==> src/rtl/core/sgp_pkg.sv <==
`default_nettype none
package sgp_pkg;

   localparam int TIMER_WIDTH  = 16;
   localparam int NUM_BUTTONS  = 8;
   localparam int STEP_COUNT   = 2 + 2 * NUM_BUTTONS;
   localparam int LAST_STEP    = STEP_COUNT - 1;
   localparam int STEP_WIDTH   = $clog2(STEP_COUNT);
   localparam int KEY_IDX_WIDTH = $clog2(NUM_BUTTONS);

   localparam int CSR_INDEX_WIDTH = 2;
   localparam int CSR_DATA_WIDTH  = 16;

   localparam logic [TIMER_WIDTH-1:0] READ_DELAY_RESET     = TIMER_WIDTH'(8);
   localparam logic [TIMER_WIDTH-1:0] CLOCK_INTERVAL_RESET = TIMER_WIDTH'(2);

   typedef enum logic [1:0] {
      OP_TICK         = 2'd0,
      OP_READ_PRESSED = 2'd1,
      OP_READ_HELD    = 2'd2
   } opcode_type;

   typedef enum logic [CSR_INDEX_WIDTH-1:0] {
      CSR_LISTEN_ENABLE  = 2'd0,
      CSR_READ_DELAY     = 2'd1,
      CSR_CLOCK_INTERVAL = 2'd2
   } csr_index_type;

   typedef logic [NUM_BUTTONS-1:0] keys_type;

   // poller status after an item's update
   typedef struct packed {
      logic     latch_strobe;
      logic     clock_strobe;
      keys_type held_keys;
      keys_type pressed_keys;
      logic     keys_valid;
   } status_type;

endpackage
`default_nettype wire

==> src/rtl/core/sgp_if.sv <==
`default_nettype none
interface sgp_req_if;
   import sgp_pkg::*;
   logic       valid;
   logic       ready;
   logic [1:0] opcode;
   logic       data_pin;

   modport source (output valid, output opcode, output data_pin, input ready);
   modport sink (input valid, input opcode, input data_pin, output ready);
endinterface

interface sgp_rsp_if;
   import sgp_pkg::*;
   logic     valid;
   logic     ready;
   logic     latch_strobe;
   logic     clock_strobe;
   keys_type held_keys;
   keys_type pressed_keys;
   logic     keys_valid;

   modport source (output valid, output latch_strobe, output clock_strobe,
                   output held_keys, output pressed_keys, output keys_valid,
                   input ready);
   modport sink (input valid, input latch_strobe, input clock_strobe,
                 input held_keys, input pressed_keys, input keys_valid,
                 output ready);
endinterface
`default_nettype wire

==> src/rtl/core/sgp_sequencer.sv <==
`default_nettype none
module sgp_sequencer (
   input  wire logic                                 clock,
   input  wire logic                                 reset,
   input  wire logic                                 csr_we,
   input  wire logic [sgp_pkg::CSR_INDEX_WIDTH-1:0]  csr_index,
   input  wire logic [sgp_pkg::CSR_DATA_WIDTH-1:0]   csr_wdata,
   input  wire logic                                 beat,
   input  wire logic [1:0]                           opcode,
   input  wire logic                                 data_pin,
   output sgp_pkg::status_type                       status
);
   import sgp_pkg::*;

   logic                   listen_ff, listen_in;
   logic [TIMER_WIDTH-1:0] read_delay_ff, read_delay_in;
   logic [TIMER_WIDTH-1:0] clock_interval_ff, clock_interval_in;
   logic [STEP_WIDTH-1:0]  step_ff, step_in;
   keys_type               shift_ff, shift_in;
   keys_type               prev_ff, prev_in;
   keys_type               held_ff, held_in;
   keys_type               accum_ff, accum_in;
   logic [TIMER_WIDTH-1:0] counter_ff, counter_in;
   logic [TIMER_WIDTH-1:0] compare_ff, compare_in;
   logic                   ready_ff, ready_in;
   logic                   latch_ff, latch_in;
   logic                   clk_ff, clk_in;
   keys_type               pressed;

   always_comb begin
      logic [KEY_IDX_WIDTH-1:0] bit_idx;
      keys_type                 sampled;

      listen_in         = listen_ff;
      read_delay_in     = read_delay_ff;
      clock_interval_in = clock_interval_ff;
      step_in           = step_ff;
      shift_in          = shift_ff;
      prev_in           = prev_ff;
      held_in           = held_ff;
      accum_in          = accum_ff;
      counter_in        = counter_ff;
      compare_in        = compare_ff;
      ready_in          = ready_ff;
      latch_in          = latch_ff;
      clk_in            = clk_ff;
      pressed           = '0;
      bit_idx           = KEY_IDX_WIDTH'(step_ff[STEP_WIDTH-1:1] - 1'b1);
      sampled           = shift_ff | (keys_type'(data_pin) << bit_idx);

      if (csr_we) begin
         case (csr_index)
            CSR_LISTEN_ENABLE: begin
               listen_in = csr_wdata[0];
               // enabling restarts the pause before the next read
               if (csr_wdata[0]) begin
                  counter_in = '0;
                  compare_in = read_delay_ff;
               end
            end
            CSR_READ_DELAY:     read_delay_in = TIMER_WIDTH'(csr_wdata);
            CSR_CLOCK_INTERVAL: clock_interval_in = TIMER_WIDTH'(csr_wdata);
            default: ;
         endcase
      end

      if (beat) begin
         case (opcode)
            OP_TICK: begin
               if (listen_ff) begin
                  if (counter_ff == compare_ff) begin
                     counter_in = '0;
                     if (step_ff == '0) begin
                        latch_in = 1'b1;
                        shift_in = '0;
                     end else if (step_ff == STEP_WIDTH'(1)) begin
                        latch_in = 1'b0;
                     end else if (step_ff <= STEP_WIDTH'(LAST_STEP)) begin
                        if (!step_ff[0]) begin
                           clk_in = 1'b1;
                        end else begin
                           shift_in = sampled;
                           clk_in   = 1'b0;
                           if (step_ff == STEP_WIDTH'(LAST_STEP)) begin
                              held_in  = sampled;
                              ready_in = 1'b1;
                              accum_in = accum_ff | (sampled & ~prev_ff);
                              prev_in  = sampled;
                           end
                        end
                     end
                     // advance; wrap reloads read_delay, step 0 clock_interval
                     if (step_ff >= STEP_WIDTH'(LAST_STEP)) begin
                        step_in    = '0;
                        compare_in = read_delay_ff;
                     end else begin
                        step_in = step_ff + 1'b1;
                        if (step_ff == '0) begin
                           compare_in = clock_interval_ff;
                        end
                     end
                  end else begin
                     counter_in = counter_ff + 1'b1;
                  end
               end
            end
            OP_READ_PRESSED: begin
               pressed  = accum_ff;
               accum_in = '0;
            end
            default: ;
         endcase
      end
   end

   always_ff @(posedge clock) begin
      if (reset) begin
         listen_ff         <= 1'b0;
         read_delay_ff     <= READ_DELAY_RESET;
         clock_interval_ff <= CLOCK_INTERVAL_RESET;
         step_ff           <= '0;
         shift_ff          <= '0;
         prev_ff           <= '0;
         held_ff           <= '0;
         accum_ff          <= '0;
         counter_ff        <= '0;
         compare_ff        <= READ_DELAY_RESET;
         ready_ff          <= 1'b0;
         latch_ff          <= 1'b0;
         clk_ff            <= 1'b0;
      end else begin
         listen_ff         <= listen_in;
         read_delay_ff     <= read_delay_in;
         clock_interval_ff <= clock_interval_in;
         step_ff           <= step_in;
         shift_ff          <= shift_in;
         prev_ff           <= prev_in;
         held_ff           <= held_in;
         accum_ff          <= accum_in;
         counter_ff        <= counter_in;
         compare_ff        <= compare_in;
         ready_ff          <= ready_in;
         latch_ff          <= latch_in;
         clk_ff            <= clk_in;
      end
   end

   assign status = '{latch_strobe: latch_in,
                     clock_strobe: clk_in,
                     held_keys:    held_in,
                     pressed_keys: pressed,
                     keys_valid:   ready_in};

endmodule
`default_nettype wire

==> src/rtl/core/serial_gamepad_poller_top.sv <==
// Serial gamepad poller.
// req_bus carries one item per beat: opcode (tick, read-and-clear pressed keys,
// read held keys) and the sampled controller data pin. While listen_enable is set,
// each tick advances the interval counter and, when it meets the compare value,
// runs one step of the latch/clock/sample sequence. rsp_bus returns exactly one
// result per item: latch and clock line levels, held keys, pressed keys (opcode
// read-pressed only) and the ready flag, all taken after the item's update.
// The result is registered and valid in the cycle after the request beat.
// Throughput: one item per cycle while rsp_bus takes results; the poller state
// updates in the accepting cycle, and a single output register holds the result.
// req_bus.ready is high while the output register is empty or is being emptied
// in the same cycle, so when rsp_bus stalls at most one result waits. csr_we,
// csr_index and csr_wdata write listen_enable, read_delay and clock_interval;
// write them only while no item is in flight. Reset (synchronous, active high)
// stops polling, restores read_delay 8, clock_interval 2, clears keys and flags.
`default_nettype none
module serial_gamepad_poller_top (
   input  wire logic                                clock,
   input  wire logic                                reset,
   sgp_req_if.sink                                  req_bus,
   sgp_rsp_if.source                                rsp_bus,
   input  wire logic                                csr_we,
   input  wire logic [sgp_pkg::CSR_INDEX_WIDTH-1:0] csr_index,
   input  wire logic [sgp_pkg::CSR_DATA_WIDTH-1:0]  csr_wdata
);
   import sgp_pkg::*;

   logic       rsp_valid_ff;
   status_type rsp_data_ff;
   status_type status;
   logic       req_beat;

   assign req_bus.ready = !rsp_valid_ff || rsp_bus.ready;
   assign req_beat      = req_bus.valid && req_bus.ready;

   sgp_sequencer u_seq (
      .clock     (clock),
      .reset     (reset),
      .csr_we    (csr_we),
      .csr_index (csr_index),
      .csr_wdata (csr_wdata),
      .beat      (req_beat),
      .opcode    (req_bus.opcode),
      .data_pin  (req_bus.data_pin),
      .status    (status)
   );

   always_ff @(posedge clock) begin
      if (reset) begin
         rsp_valid_ff <= 1'b0;
      end else if (req_beat) begin
         rsp_valid_ff <= 1'b1;
      end else if (rsp_bus.ready) begin
         rsp_valid_ff <= 1'b0;
      end
   end

   // payload: load on every accepted request
   always_ff @(posedge clock) begin
      if (req_beat) begin
         rsp_data_ff <= status;
      end
   end

   assign rsp_bus.valid        = rsp_valid_ff;
   assign rsp_bus.latch_strobe = rsp_data_ff.latch_strobe;
   assign rsp_bus.clock_strobe = rsp_data_ff.clock_strobe;
   assign rsp_bus.held_keys    = rsp_data_ff.held_keys;
   assign rsp_bus.pressed_keys = rsp_data_ff.pressed_keys;
   assign rsp_bus.keys_valid   = rsp_data_ff.keys_valid;

endmodule
`default_nettype wire

==> src/flat_wrapper.sv <==
// flat-port wrapper written by rule: the top's interface ports become plain ports
module serial_gamepad_poller_top_flat import sgp_pkg::*;
  (clock, reset, csr_we, csr_index, csr_wdata, req_bus_valid, req_bus_opcode, req_bus_data_pin, req_bus_ready, rsp_bus_valid, rsp_bus_latch_strobe, rsp_bus_clock_strobe, rsp_bus_held_keys, rsp_bus_pressed_keys, rsp_bus_keys_valid, rsp_bus_ready);
  sgp_req_if req_bus_i ();
  sgp_rsp_if rsp_bus_i ();
  input  wire logic clock;
  input  wire logic reset;
  input  wire logic csr_we;
  input  wire logic [sgp_pkg::CSR_INDEX_WIDTH-1:0] csr_index;
  input  wire logic [sgp_pkg::CSR_DATA_WIDTH-1:0] csr_wdata;
  input wire logic [$bits(req_bus_i.valid)-1:0] req_bus_valid;
  input wire logic [$bits(req_bus_i.opcode)-1:0] req_bus_opcode;
  input wire logic [$bits(req_bus_i.data_pin)-1:0] req_bus_data_pin;
  output wire logic [$bits(req_bus_i.ready)-1:0] req_bus_ready;
  output wire logic [$bits(rsp_bus_i.valid)-1:0] rsp_bus_valid;
  output wire logic [$bits(rsp_bus_i.latch_strobe)-1:0] rsp_bus_latch_strobe;
  output wire logic [$bits(rsp_bus_i.clock_strobe)-1:0] rsp_bus_clock_strobe;
  output wire logic [$bits(rsp_bus_i.held_keys)-1:0] rsp_bus_held_keys;
  output wire logic [$bits(rsp_bus_i.pressed_keys)-1:0] rsp_bus_pressed_keys;
  output wire logic [$bits(rsp_bus_i.keys_valid)-1:0] rsp_bus_keys_valid;
  input wire logic [$bits(rsp_bus_i.ready)-1:0] rsp_bus_ready;
  assign req_bus_i.valid = req_bus_valid;
  assign req_bus_i.opcode = req_bus_opcode;
  assign req_bus_i.data_pin = req_bus_data_pin;
  assign req_bus_ready = req_bus_i.ready;
  assign rsp_bus_valid = rsp_bus_i.valid;
  assign rsp_bus_latch_strobe = rsp_bus_i.latch_strobe;
  assign rsp_bus_clock_strobe = rsp_bus_i.clock_strobe;
  assign rsp_bus_held_keys = rsp_bus_i.held_keys;
  assign rsp_bus_pressed_keys = rsp_bus_i.pressed_keys;
  assign rsp_bus_keys_valid = rsp_bus_i.keys_valid;
  assign rsp_bus_i.ready = rsp_bus_ready;
  serial_gamepad_poller_top u_core (.clock(clock), .reset(reset), .req_bus(req_bus_i), .rsp_bus(rsp_bus_i), .csr_we(csr_we), .csr_index(csr_index), .csr_wdata(csr_wdata));
endmodule
==> config.mk <==
export PLATFORM = sky130hd
export DESIGN_NAME = serial_gamepad_poller_top_flat
export DESIGN_NICKNAME = d
export VERILOG_FILES = /design/src/rtl/core/sgp_pkg.sv /design/src/rtl/core/sgp_if.sv /design/src/rtl/core/sgp_sequencer.sv /design/src/rtl/core/serial_gamepad_poller_top.sv /design/src/flat_wrapper.sv
export SDC_FILE = /design/constraint.sdc
export NUM_CORES = 1
export LEC_CHECK = 0
export ABC_AREA = 0
export BUFFER_PORTS_ARGS = -buffer_cell sky130_fd_sc_hd__buf_2
export CELL_PAD_IN_SITES_DETAIL_PLACEMENT = 1
export CELL_PAD_IN_SITES_GLOBAL_PLACEMENT = 2
export CORE_UTILIZATION = 29
export CTS_BUF_LIST = sky130_fd_sc_hd__clkbuf_4
export CTS_CLUSTER_SIZE = 8
export DETAILED_ROUTE_END_ITERATION = 7
export GPL_TIMING_DRIVEN = 0
export PLACE_DENSITY = 0.68
export SYNTH_ARGS = -nofsm -noshare
export SYNTH_HDL_FRONTEND = slang
export SYNTH_HIERARCHICAL = 1
export SYNTH_SLANG_ARGS = --single-unit
==> constraint.sdc <==
create_clock -name clock -period 2.3 [get_ports clock]
set_clock_uncertainty 0.05 [all_clocks]
set_input_delay 0.345 -clock clock [delete_from_list [all_inputs] [get_ports clock]]
set_output_delay 0.345 -clock clock [all_outputs]
set_load 0.005 [all_outputs]
Yosys cells after proc, flatten, opt, wreduce, memory -nomap -nowiden. Cells that the tools add are included.

$add $sub $neg: 3. Order comparisons: 2. Eq/ne operators: 14. Shift-type cells: 1. Multiplexer cells: 63. Bitwise operators: 6. Reduce and logical (&&, ||, !) cells: 17.

Operators with widths (count): $mux W16 (16); $mux W8 (20); $mux W1 (25); $reduce_and A9 Y1 (2); $add A16 B1 Y16 const B (1); $eq A16 B16 Y1 (1); $ne A2 B2 Y1 const B (8); $or A8 B8 Y8 (2); $pmux W8 S2 (1); $and A8 B8 Y8 (1); $not A8 Y8 (1); $reduce_bool A2 Y1 (4); $shl A1 B3 Y8 (1); $reduce_and A7 Y1 (1); $reduce_and A2 Y1 (3); $add A5 B1 Y5 const B (1); $eq A5 B1 Y1 const B (1); $eq A5 B5 Y1 const B (1); $ge A5 B5 Y1 const B (1); $le A5 B5 Y1 const B (1); $logic_not A5 Y1 (1); $mux W5 (1); $eq A2 B1 Y1 const B (2); $logic_not A2 Y1 (2); other kinds (7) (8).

Flip-flop bits (word level): 125. Input port bits: 26. Word-level logic and storage cells: 125.

Depth between registers and ports, before layout.
Depth after elaboration: 13. Depth in mapped cells: 9. Depth with buffers taken out: 7.

Hierarchy. The synthesis kept the hierarchy.

Modules (own cells, without submodules): sgp_sequencer (instances 1, cells an instance 671, area an instance 5464.0 sq um, seq. area each 2102.0 sq um); serial_gamepad_poller_top (instances 1, cells an instance 24, area an instance 625.6 sq um, seq. area each 590.6 sq um).

Least setup slack after synthesis. Ideal clock, no wire load.

Kind: input port to flip-flop. From: input rsp_bus_ready. To: register u_core.rsp_data_ff, in the netlist u_core/rsp_bus.latch_strobe, data pin. Data arrival time: 1.917 ns. Data required time: 1.999 ns. Setup slack: 0.082 ns. Stages on the path: 8. Path buffers: 3. Path through: nand2b_4 -> and2_4 -> nand4bb_1 -> clkbuf_1 -> buf_1 -> o31ai_1 -> nand2_1 -> buf_4.

Cells in the longest elaborated chain, start to end: 3.

Ends and longest elaborated chain: start, declared (line flat_wrapper.sv:21) `input wire logic [$bits(rsp_bus_i.ready)-1:0] rsp_bus_ready;`; $logic_or A1 B1 Y1 (line serial_gamepad_poller_top.sv:33) `assign req_bus.ready = !rsp_valid_ff || rsp_bus.ready;`; $logic_and A1 B1 Y1 (line serial_gamepad_poller_top.sv:34) `assign req_beat = req_bus.valid && req_bus.ready;`; net u_core.req_beat (line serial_gamepad_poller_top.sv:31) `logic req_beat;`; $mux W1 (line sgp_sequencer.sv:67) `if (beat) begin`; net u_core.u_seq.latch_in (line sgp_sequencer.sv:26) `logic latch_ff, latch_in;`; end signal, assigned (line serial_gamepad_poller_top.sv:61) `rsp_data_ff <= status;`; end, declared (line serial_gamepad_poller_top.sv:29) `status_type rsp_data_ff;`.

The timed path passes the listed nets, and every way through them passes these cells. A chain may end at the register's enable or synchronous reset.

Worst setup path in the final report.
From: register u_core.u_seq.step_ff[1]. To: register u_core.u_seq.compare_ff[9].

Cells in the longest elaborated chain, start to end: 7. Elaborated cells between the ends (all ways): 8. Classes of those cells: 1 x order compare; 6 x mux; 1 x reduce/logical.

Ends and longest elaborated chain: start, declared (line sgp_sequencer.sv:18) `logic [STEP_WIDTH-1:0] step_ff, step_in;`; start signal, assigned (line sgp_sequencer.sv:135) `step_ff <= step_in;`; parallel branches: the longest is 2 deep, another holds $ge A5 B5 Y1; $mux W16 (*) (line sgp_sequencer.sv:93) `if (step_ff >= STEP_WIDTH'(LAST_STEP)) begin`; $mux W16 (*) (line sgp_sequencer.sv:71) `if (counter_ff == compare_ff) begin`; $mux W16 (*) (line sgp_sequencer.sv:70) `if (listen_ff) begin`; $mux W16 (*) (line sgp_sequencer.sv:68) `case (opcode)`; $mux W16 (*) (line sgp_sequencer.sv:67); end signal, assigned (line sgp_sequencer.sv:141) `compare_ff <= compare_in;`; end, declared (line sgp_sequencer.sv:24) `logic [TIMER_WIDTH-1:0] compare_ff, compare_in;`.

Every way passes the cells marked *.

==> results.toml <==
[timing]
final-hold-violation-count = 0
tightest_slew_ns = 0.881
setup_slack_ns = 0.0622
fin_crit_sh_pct = 97.3
drv_slew = 0
slew_headroom_pct = 41.3
min_period_ns = 2.24
fmax_ghz = 0.447
setup_viol = 0
rsz0062_at_grt = "yes"

[placed_design]
io_buffers = 46
dp_hpwl_um = 14600
numPlacedInstances = 1011
gp_congestion = 0.781
pre_cts_ws_ns = -0.690

[yosys]
synth_edf_count = 19
synth_top_cell_by_area = "dfxtp_1"
synth_ff_type = "dfxtp_1"
synth_warnings = 6
syn_area_um2 = 6090
synth_area_leaders = "dfxtp_1 35%, edfxtp_1 9.4%, nand2_1 8.3%, a21oi_1 8.1%, a2111o_1 2.8%"
synth_seq_area_share_pct = 44.2
synth_cells = 695
ys_seq_elements = 125
syn-num-nets = 728
synth_top_cell_area_share_pct = 34.8
avgSynthCellArea_um2 = 8.76
synthDistinctLibCells = 67
synthArstFlopShare_pct = 0

[finish]
final_cells = 1084
final_common_cell = "nand2_1"
syn_to_final_growth_pct = 25.5
nets = 832
final_layout_size_suffix_gt1_share_pct = 24.1
layout_common_cells = "132 x nand2_1, 92 x dfxtp_1, 90 x a21oi_1, 54 x buf_2, 27 x o21ai_0"

[clocking]
cts_buffers = 17
clkSinkCount = 125
root_buffer = "clkbuf_4"
clk-insertion-delay-late_ns = 0.55
cts.reportedPaths.clkPinSlew_ns = 0.12
h-tree-depth = 4
cts_buffer_depth = 2
cts_tree = "built"

[critical_path]
cpPeakStageDelay_ns = 0.49
worstSetupPathType = "flip-flop to flip-flop"
worstPathArrival_ns = 2.66
path_cells = "inv_4 > ha_2 > or4b_4 > buf_12 > nand2_8 > buf_12 > o22ai_1 > a2111o_1 > a21oi_1"
cp_top_family = "compound AO/OA/AOI/OAI gates"
worstSetupStartpointType = "flip-flop"
cp.required_ns = 2.72
critical-path-slowest-cell = "or4b_4"
crit_fanout = 10
crit_top_cell = "buf_12"
crit_path_end_kind = "flip-flop"
path_buf_inv = 3

[global_routing]
grt_pass1_wl_um = 32000
overflow = 0
antenna_found_initial = 1
grt_max_degree = 17
grt_use_total_pct = 19.3
grt_pass1_vias = 5727

[drt]
drc_errors = 0
num_vias = 5672
drtPass1Iterations = 4
wl_met1_um = 9320
drt-initial-drc-count = 264
wl_met3_um = 718
finalWirelength_um = 20900
drtAntennaViolNets = 0
wl_per_cell_um = 19.2
wl_met2_um = 10500
via_per_inst = 5.23
top_layer_used = "met4"

[pwr]
pwr_density_cell_nw_per_um2 = 574
ir_worst_vdd_mv = 0.272
p_leak_nw = 2.80

[worst_hold_path]
min_path_type = "input port to flip-flop"

[die]
core_area_um2 = 20400
rows = 52
dieArea_um2 = 21600
die_y_um = 147
io_pins = 47
die_w_um = 147
initial_core_util_pct = 29.8

[flow_run]
maxCapViolCount = 0

[run_status]
status = "finished, final reports clean"
worst paths after layout:
check	start	end	slack (ns)	depth (start not counted)
worst max-delay path	u_core/u_seq/step_ff[1]	u_core/u_seq/compare_ff[9]	0.06	9
worst min-delay path	csr_index[0]	u_core/u_seq/listen_ff	0.13	3
worst max register to register	u_core/u_seq/step_ff[1]	u_core/u_seq/compare_ff[9]	0.06	9
worst min register to register	u_core/u_seq/prev_ff[6]	u_core/u_seq/accum_ff[6]	0.41	1
layout make-up:
cell class	count	area (um2)
repair buffers	85	597
plain buffers	55	365
inverters	9	36.3
clock buffers	17	128
fillers	2418	12800
flip-flops and latches	125	2720
diodes	2	5.00
clock inverters	15	218
multi-input cells	506	3230
well taps	270	338
synth_stat cells (5+ instances only):
cell type  number
dfxtp_1       106
inv_1           9
o22ai_1        16
buf_4           5
a31oi_1        13
nand4_1         9
clkbuf_1       35
o21ai_0        31
ha_1            7
a21oi_1        98
o31ai_2         8
xor2_1         17
a2111o_1       15
o21ai_1         7
nor2b_1        10
nor3_1          5
a211oi_1       16
nand2_1       134
and2_1         12
nand3_1         8
nor2_1         21
o211ai_1        5
edfxtp_1       19
buf_2          11
timing repair:
| action | CTS | global route |
|---|---|---|
| endpoints found under the hold margin | 33 | 0 |
| hold buffers | 18 | 0 |
| cloned | 1 | 1 |
| setup endpoints to repair | 83 | 69 |
| buffers inserted | 11 | 9 |
| pin swaps | 7 | 12 |
| gates resized for setup | 42 | 53 |
metal layers:
metal / vias up / global-route usage [%]
met4: 0 / 7.01
met3: 20 / 3.76
met5: - / 0
li1: 2736 / -
met2: 125 / 33.8
met1: 2791 / 23.5
flip-flops by register name (all words and copies together) (netlist names), 5 cells and up:
| name | cells |
|---|---|
| u_core/rsp_bus.pressed_keys | 8 |
| u_core/u_seq/prev_ff | 8 |
| u_core/u_seq/step_ff | 5 |
| u_core/u_seq/clock_interval_ff | 16 |
| u_core/u_seq/read_delay_ff | 16 |
| u_core/u_seq/shift_ff | 8 |
| u_core/u_seq/accum_ff | 8 |
| u_core/u_seq/compare_ff | 16 |
| u_core/u_seq/held_ff | 8 |
| u_core/u_seq/counter_ff | 16 |
| u_core/rsp_bus.held_keys | 8 |
power by group:
part / leakage (nW) / internal, W / switching, W
Clock: 0.179 / 0.000970 / 0.000907
Sequential: 1.06 / 0.00225 / 0.0000233
Combinational: 1.57 / 0.0000924 / 0.000149
Total: 2.80 / 0.00331 / 0.00108
tightest hold or removal path, delay by kind of cell:
family | cells | cell delay [ns]
buf+inv | 1 | 0.11
compound gates | 2 | 0.23
cell families after synthesis:
logic type,count (synthesis),synth area share (%)
xor gates and xnor gates,18,2.59
AOI/OAI and AO/OA,233,24.8
muxes,5,0.863
adders and majority gates,7,1.44
buffers and inverters,65,5.18
DFF,125,44.2
and+or+nand+nor,242,20.9
stage by stage:
stage	util, %	total power, W	instance area, um2	hold slack, ns	setup TNS, ns
after CTS	36.1	0.00444	7380	0.0784	0
after global routing	37.4	0.00457	7640	0.129	-0.486
after global placement	32.6	0.00252	6660	0.390	-26.65
after detailed placement	32.6	0.00253	6660	0.391	-32.20
final	37.4	0.00439	7640	0.134	0
after floorplan	-	0.00242	6090	0.357	0
Note: power is estimated with default switching activity, not from simulation.
